File: src/hdl/mrc_pkg.sv
// mrc_pkg: shared types, constants and crc-32 helpers for the memory region crc checker
// no dependencies; imported by every module of the block

package mrc_pkg;

  localparam int unsigned WORD_W  = 32;
  localparam int unsigned COUNT_W = 27;
  localparam int unsigned CFG_IDX_W = 1;

  localparam logic [WORD_W-1:0] CRC_POLY = 32'hEDB8_8320;
  localparam logic [WORD_W-1:0] CRC_INIT = 32'hFFFF_FFFF;

  typedef enum logic [1:0] {
    ST_BUSY = 2'd0,
    ST_PASS = 2'd1,
    ST_FAIL = 2'd2
  } status_t;

  typedef enum logic [CFG_IDX_W-1:0] {
    REG_EXPECTED_CRC = 1'b0,
    REG_REGION_WORDS = 1'b1
  } cfg_reg_t;

  // one word held between the input register and the crc core
  typedef struct packed {
    logic              valid;
    logic [WORD_W-1:0] word;
  } mrc_item_t;

  typedef logic [WORD_W-1:0][WORD_W-1:0] crc_cols_t;

  // 32 reflected shift steps of a single value, used only at elaboration
  function automatic logic [WORD_W-1:0] crc_shift32(input logic [WORD_W-1:0] v);
    logic [WORD_W-1:0] c;
    c = v;
    for (int b = 0; b < WORD_W; b++) begin
      if (c[0]) begin
        c = (c >> 1) ^ CRC_POLY;
      end else begin
        c = c >> 1;
      end
    end
    return c;
  endfunction

  function automatic crc_cols_t crc_cols_init();
    crc_cols_t cols;
    for (int j = 0; j < WORD_W; j++) begin
      cols[j] = crc_shift32(WORD_W'(1) << j);
    end
    return cols;
  endfunction

  // column j is the crc after a whole word when only bit j of (crc ^ word) is set
  localparam crc_cols_t CRC_COLS = crc_cols_init();

  // four bytes lsb first equal one xor of the full word followed by 32 shifts
  function automatic logic [WORD_W-1:0] crc32_word(input logic [WORD_W-1:0] crc,
                                                   input logic [WORD_W-1:0] data);
    logic [WORD_W-1:0] x;
    logic [WORD_W-1:0] acc;
    x   = crc ^ data;
    acc = '0;
    for (int j = 0; j < WORD_W; j++) begin
      if (x[j]) begin
        acc = acc ^ CRC_COLS[j];
      end
    end
    return acc;
  endfunction

endpackage

File: src/hdl/mrc_core.sv
// mrc_core: configuration registers, running crc, word count, status and result register
// depends on mrc_pkg

module mrc_core (
  input  logic                          clk,
  input  logic                          rst_n,
  input  logic                          cfg_we,
  input  logic [mrc_pkg::CFG_IDX_W-1:0] cfg_index,
  input  logic [mrc_pkg::WORD_W-1:0]    cfg_data,
  input  mrc_pkg::mrc_item_t            item,
  output logic                          take,
  output logic                          out_valid,
  input  logic                          out_stall,
  output logic [1:0]                    out_check_status,
  output logic                          out_pass_done
);
  import mrc_pkg::*;

  logic [WORD_W-1:0]  expected_r;
  logic [COUNT_W-1:0] region_r;
  logic [WORD_W-1:0]  crc_r;
  logic [WORD_W-1:0]  crc_nxt;
  logic [COUNT_W-1:0] count_r;
  logic [COUNT_W-1:0] count_nxt;
  status_t            status_r;
  status_t            status_nxt;
  logic               out_valid_r;
  logic               out_valid_nxt;
  logic               done_r;
  logic [WORD_W-1:0]  crc_upd;
  logic [COUNT_W:0]   count_inc;
  logic               done;

  always_ff @(posedge clk) begin
    if (!rst_n) begin
      expected_r <= '0;
      region_r   <= COUNT_W'(1);
    end else if (cfg_we) begin
      case (cfg_reg_t'(cfg_index))
        REG_EXPECTED_CRC: expected_r <= cfg_data;
        REG_REGION_WORDS: region_r   <= cfg_data[COUNT_W-1:0];
        default: ;
      endcase
    end
  end

  assign take      = item.valid && (!out_valid_r || !out_stall);
  assign crc_upd   = crc32_word(crc_r, item.word);
  // one bit wider so the last count value still completes a pass
  assign count_inc = {1'b0, count_r} + (COUNT_W+1)'(1);
  assign done      = count_inc >= {1'b0, region_r};

  always_comb begin
    crc_nxt    = crc_r;
    count_nxt  = count_r;
    status_nxt = status_r;
    if (take) begin
      if (done) begin
        crc_nxt   = CRC_INIT;
        count_nxt = '0;
        if ((crc_upd ^ CRC_INIT) != expected_r) begin
          status_nxt = ST_FAIL;
        end else if (status_r != ST_FAIL) begin
          status_nxt = ST_PASS;
        end
      end else begin
        crc_nxt   = crc_upd;
        count_nxt = count_inc[COUNT_W-1:0];
      end
    end
    if (take) begin
      out_valid_nxt = 1'b1;
    end else if (out_stall) begin
      out_valid_nxt = out_valid_r;
    end else begin
      out_valid_nxt = 1'b0;
    end
  end

  always_ff @(posedge clk) begin
    if (!rst_n) begin
      crc_r       <= CRC_INIT;
      count_r     <= '0;
      status_r    <= ST_BUSY;
      out_valid_r <= 1'b0;
    end else begin
      crc_r       <= crc_nxt;
      count_r     <= count_nxt;
      status_r    <= status_nxt;
      out_valid_r <= out_valid_nxt;
    end
  end

  always_ff @(posedge clk) begin
    if (take) begin
      done_r <= done;
    end
  end

  assign out_valid        = out_valid_r;
  assign out_check_status = status_r;
  assign out_pass_done    = done_r;

endmodule
File: config.mk
export PLATFORM = sky130hd
export DESIGN_NAME = mrc_core
export DESIGN_NICKNAME = d
export VERILOG_FILES = /design/src/hdl/mrc_pkg.sv /design/src/hdl/mrc_core.sv
export SDC_FILE = /design/constraint.sdc
export NUM_CORES = 1
export LEC_CHECK = 0
export ABC_AREA = 1
export BUFFER_PORTS_ARGS = -buffer_cell sky130_fd_sc_hd__clkbuf_2
export CAP_MARGIN = 20
export CORE_ASPECT_RATIO = 1.4
export CORE_MARGIN = 2
export CORE_UTILIZATION = 57
export CTS_CLUSTER_DIAMETER = 80
export CTS_CLUSTER_SIZE = 25
export DETAILED_ROUTE_END_ITERATION = 16
export GPL_TIMING_DRIVEN = 0
export PLACE_DENSITY = 0.76
export SYNTH_ARGS = -nofsm -noshare
export SYNTH_HDL_FRONTEND = slang
export SYNTH_SLANG_ARGS = --single-unit
File: constraint.sdc
create_clock -name clk -period 4.84 [get_ports clk]
set_clock_uncertainty 0.15 [all_clocks]
set_input_delay 1.452 -clock clk [delete_from_list [all_inputs] [get_ports clk]]
set_output_delay 1.452 -clock clk [all_outputs]
set_load 0.01 [all_outputs]
==> tab_implementation.tex <==
\begin{tabular}{lr}
\hline
Metric & Value \\
\hline
\multicolumn{2}{l}{\textbf{Placement}} \\
\quad Sum of net half-perimeters after detailed placement & 40.4 mm \\
\quad \# port buffers & 74 \\
\quad \# placed instances & 2486 \\
\quad Standard cell area after detailed placement & 0.0128 mm2 \\
\quad Gp weighted congestion & 1.09 \\
\multicolumn{2}{l}{\textbf{Timing}} \\
\quad Actual slew at the worst max-slew pin & 0.937 ns \\
\quad Worst slew margin relative to its limit & 0.375 \\
\quad Number of hold violations in the final report & 0 \\
\quad Post-Route Setup TNS & 0 ns \\
\quad FMAX & 213 MHz \\
\quad Total count of max-transition violations in the final report & 0 \\
\quad Final setup vio count & 0 \\
\quad Post-layout min period & 4.70 ns \\
\quad RSZ-0062 raised after global routing & false \\
\quad Final worst path period share & 0.971 \\
\multicolumn{2}{l}{\textbf{Setup path}} \\
\quad Required time at the endpoint of the critical path & 3.24 ns \\
\quad Critical path class & input port to output pin \\
\quad Crit path launch & out\_stall \\
\quad R2R Path Start & count\_r[0] \\
\quad Max Fanout on Critical Path & 12 \\
\quad Data arrival, critical path & 3.10 ns \\
\quad FF-to-FF setup slack & 0.20 ns \\
\quad CP Capture Type & output pin \\
\quad Cell-by-cell listing of the critical path & clkbuf\_2 > nand2\_1 > nand2\_1 > inv\_1 > buf\_2 > clkdlybuf4s15\_2 > clkbuf\_2 \\
\quad Highest cell delay on the worst timing path & 0.65 ns \\
\quad Slowest cell on crit path & clkdlybuf4s15\_2 \\
\quad Startpoint type of the worst setup path & input port \\
\multicolumn{2}{l}{\textbf{Yosys}} \\
\quad Average footprint of a synthesized cell & 5.63 um2 \\
\quad Most common cell in the synthesized netlist & nand2\_1 \\
\quad Top area cells in the synthesized netlist & nand2\_1 (32\%), dfxtp\_1 (20\%), nand3\_1 (7.4\%), inv\_1 (6.3\%), a21oi\_1 (4.0\%) \\
\quad Sequential element share of the synthesized area & 0.202 \\
\quad Netlist cell types & 53 \\
\quad Synthesized netlist cell count & 2152 \\
\quad Number of warnings reported in the yosys synthesis log & 0 \\
\quad Number of enable flip-flop cells after synthesis & 1 \\
\quad Post-synth ARST share & 0 \\
\quad Mapped Nets & 2250 \\
\quad Register bit total from synthesis & 122 \\
\quad Most used flip-flop cell after synthesis & dfxtp\_1 \\
\quad Most frequent cells after synthesis & nand2\_1 (1027), inv\_1 (202), nand3\_1 (180) \\
\quad Cell area after synthesis & 0.0121 mm2 \\
\quad Portion of synthesized cell area occupied by the leading cell type & 0.318 \\
\quad Synth area leader & nand2\_1 \\
\multicolumn{2}{l}{\textbf{Die}} \\
\quad Total die area & 0.0225 mm2 \\
\quad Total I/O pin count & 75 \\
\quad Initial standard-cell utilization of the core & 0.576 \\
\quad Row count & 63 \\
\quad Core ar. & 0.0210 mm2 \\
\quad Die span in x & 127 um \\
\quad Die H & 177 um \\
\multicolumn{2}{l}{\textbf{Clocking}} \\
\quad TritonCTS clock tree & yes \\
\quad Clock-pin transition on the worst setup and hold timing paths & 0.06 ns \\
\quad Setup bufs post-CTS & 0 \\
\quad Clock buffer count from CTS & 17 \\
\quad Number of H-tree levels & 4 \\
\quad Number of buffers on the longest clock path & 2 \\
\quad Clk Tree Root Cell & clkbuf\_16 \\
\quad Number of sinks handled by clock tree synthesis & 122 \\
\quad Clock latency of the later-clocked register in the worst-skew pair & 0.45 ns \\
\multicolumn{2}{l}{\textbf{Final layout}} \\
\quad Final Instance Area & 0.0134 mm2 \\
\quad Sequential standard cell area & 0.00245 mm2 \\
\quad Area Growth Syn to Fin & 10.7\% \\
\quad Finished Layout Cells & 2520 \\
\quad Proportion of layout cells with a drive suffix above 1 & 0.112 \\
\quad Fillers & 2032 \\
\quad Area used by multi-input combinational logic & 0.00847 mm2 \\
\quad Final cell utilization of the core & 0.638 \\
\quad Net total in the final layout & 2343 \\
\multicolumn{2}{l}{\textbf{Route}} \\
\quad Number of routed nets with antenna violations & 0 \\
\quad First-iteration detailed-routing DRC count & 1433 \\
\quad Average via count per standard cell & 5.82 \\
\quad Number of design rule violations left after detail routing & 0 \\
\quad Detailed-route wire length & 51.7 mm \\
\quad Average wire length per cell after detail routing & 20.5 um \\
\quad Number of iterations in the first detailed-routing pass & 7 \\
\quad DR vias & 14700 \\
\multicolumn{2}{l}{\textbf{Global routing}} \\
\quad Total global routing overflow & 0 \\
\quad Number of global-route vias before repair & 13400 \\
\quad Global-route usage over all layers & 0.456 \\
\quad First-pass GRT wire length & 75.3 mm \\
\quad Largest net degree at the start of global routing & 17 \\
\quad Number of antenna violations at the first check in global routing & 1 \\
\multicolumn{2}{l}{\textbf{Pwr}} \\
\quad Static power due to leakage & 7.38 nW \\
\quad Power per Cell Area & 602 mW/mm2 \\
\quad Design Power & 8.08 mW \\
\quad Max IR drop VDD & 0.000361 V \\
\multicolumn{2}{l}{\textbf{Run status}} \\
\quad Run status & finished clean \\
\multicolumn{2}{l}{\textbf{Min path}} \\
\quad Worst hold-check path type & flip-flop to flip-flop \\
\quad Startpoint of the worst hold path & region\_r[12] \\
\multicolumn{2}{l}{\textbf{Flow run}} \\
\quad Max\_cap viols & 0 \\
\hline
\end{tabular}
## timing repair
| action | in CTS | in global routing |
|---|---|---|
| hold buffers | 0 | 0 |
| resized for setup | 3 | 0 |
| setup endpoints to repair | 1 | 0 |
## kinds of logic after synthesis
kind of cell / count (synthesis) / synth area share
AO/OA/AOI/OAI: 205 / 0.0972
XOR/XNOR: 99 / 0.0752
adder cells (fa/ha/maj): 28 / 0.0289
buffers and inverters: 282 / 0.0992
flip-flops: 122 / 0.202
AND/OR/NAND/NOR: 1416 / 0.497
## sequential cells by signal, summed over array words and instances, names as in the netlist
signal,cells
count_r,27
crc_r,32
expected_r,32
out_check_status,2
out_pass_done,1
out_valid,1
region_r,27
## worst max-delay path: cells and delay by family
family | cells | cell delay, ns
buffers and inverters | 5 | 1.49
AND/OR/NAND/NOR | 2 | 0.14
## placed cells by master, fill, tap and decap left out, types with 11 or more instances in the layout
cell	netlist	final
nand3b_1	19	19
ha_1	28	28
clkbuf_16	0	17
buf_4	14	14
xnor2_1	43	43
dfxtp_1	121	121
nand3_2	12	12
xor2_1	50	50
clkbuf_1	28	30
o211ai_1	17	17
o21ai_0	66	66
nand4_1	15	15
a21oi_1	97	97
nand2_1	1027	1027
nand3_1	180	180
buf_6	11	11
nand2_2	50	50
nor2_1	81	81
clkbuf_2	0	74
inv_1	202	202
inv_2	16	16
## through the flow
stage	hold slack [ns]	setup WS, ns
finish	0.315	0.138
global route	0.336	0.0573
CTS	0.316	0.209
detailed placement	0.304	-0.475
global placement	0.297	-0.344
floorplan	0.285	0.840
## metal layers
metal  wire [um]  track usage  vias up  part of all wire
met5           0            0        -                 0
met4        5400        0.403        0              0.10
met3        4510       0.0782      281             0.087
met2       24300        0.784      829              0.47
met1       17500        0.473     6580              0.34
li1            -            -     6966                 -
## path summary, 6_finish.rpt
kind | depth (start not counted) | end
worst max-delay path | 7 | take
worst min-delay path | 2 | region_r[12]
worst max register to register | 24 | crc_r[25]
worst min register to register | 2 | region_r[12]
## power by group
part	switching (mW)	internal, mW
Sequential	0.111	1.12
Clock	0.532	0.799
Combinational	3.93	1.59
Total	4.57	3.51
## cell type report
class | instances | area share
buffer | 60 | 0.0278
tap | 260 | 0.0242
clock inverter | 10 | 0.00857
timing repair buffer | 74 | 0.0276
antenna | 2 | 0.000373
inverter | 222 | 0.0624
clock buffer | 22 | 0.0353
sequential | 122 | 0.183
multi-input combinational | 1748 | 0.631
No activity file was read; power rests on OpenSTA's default activity.
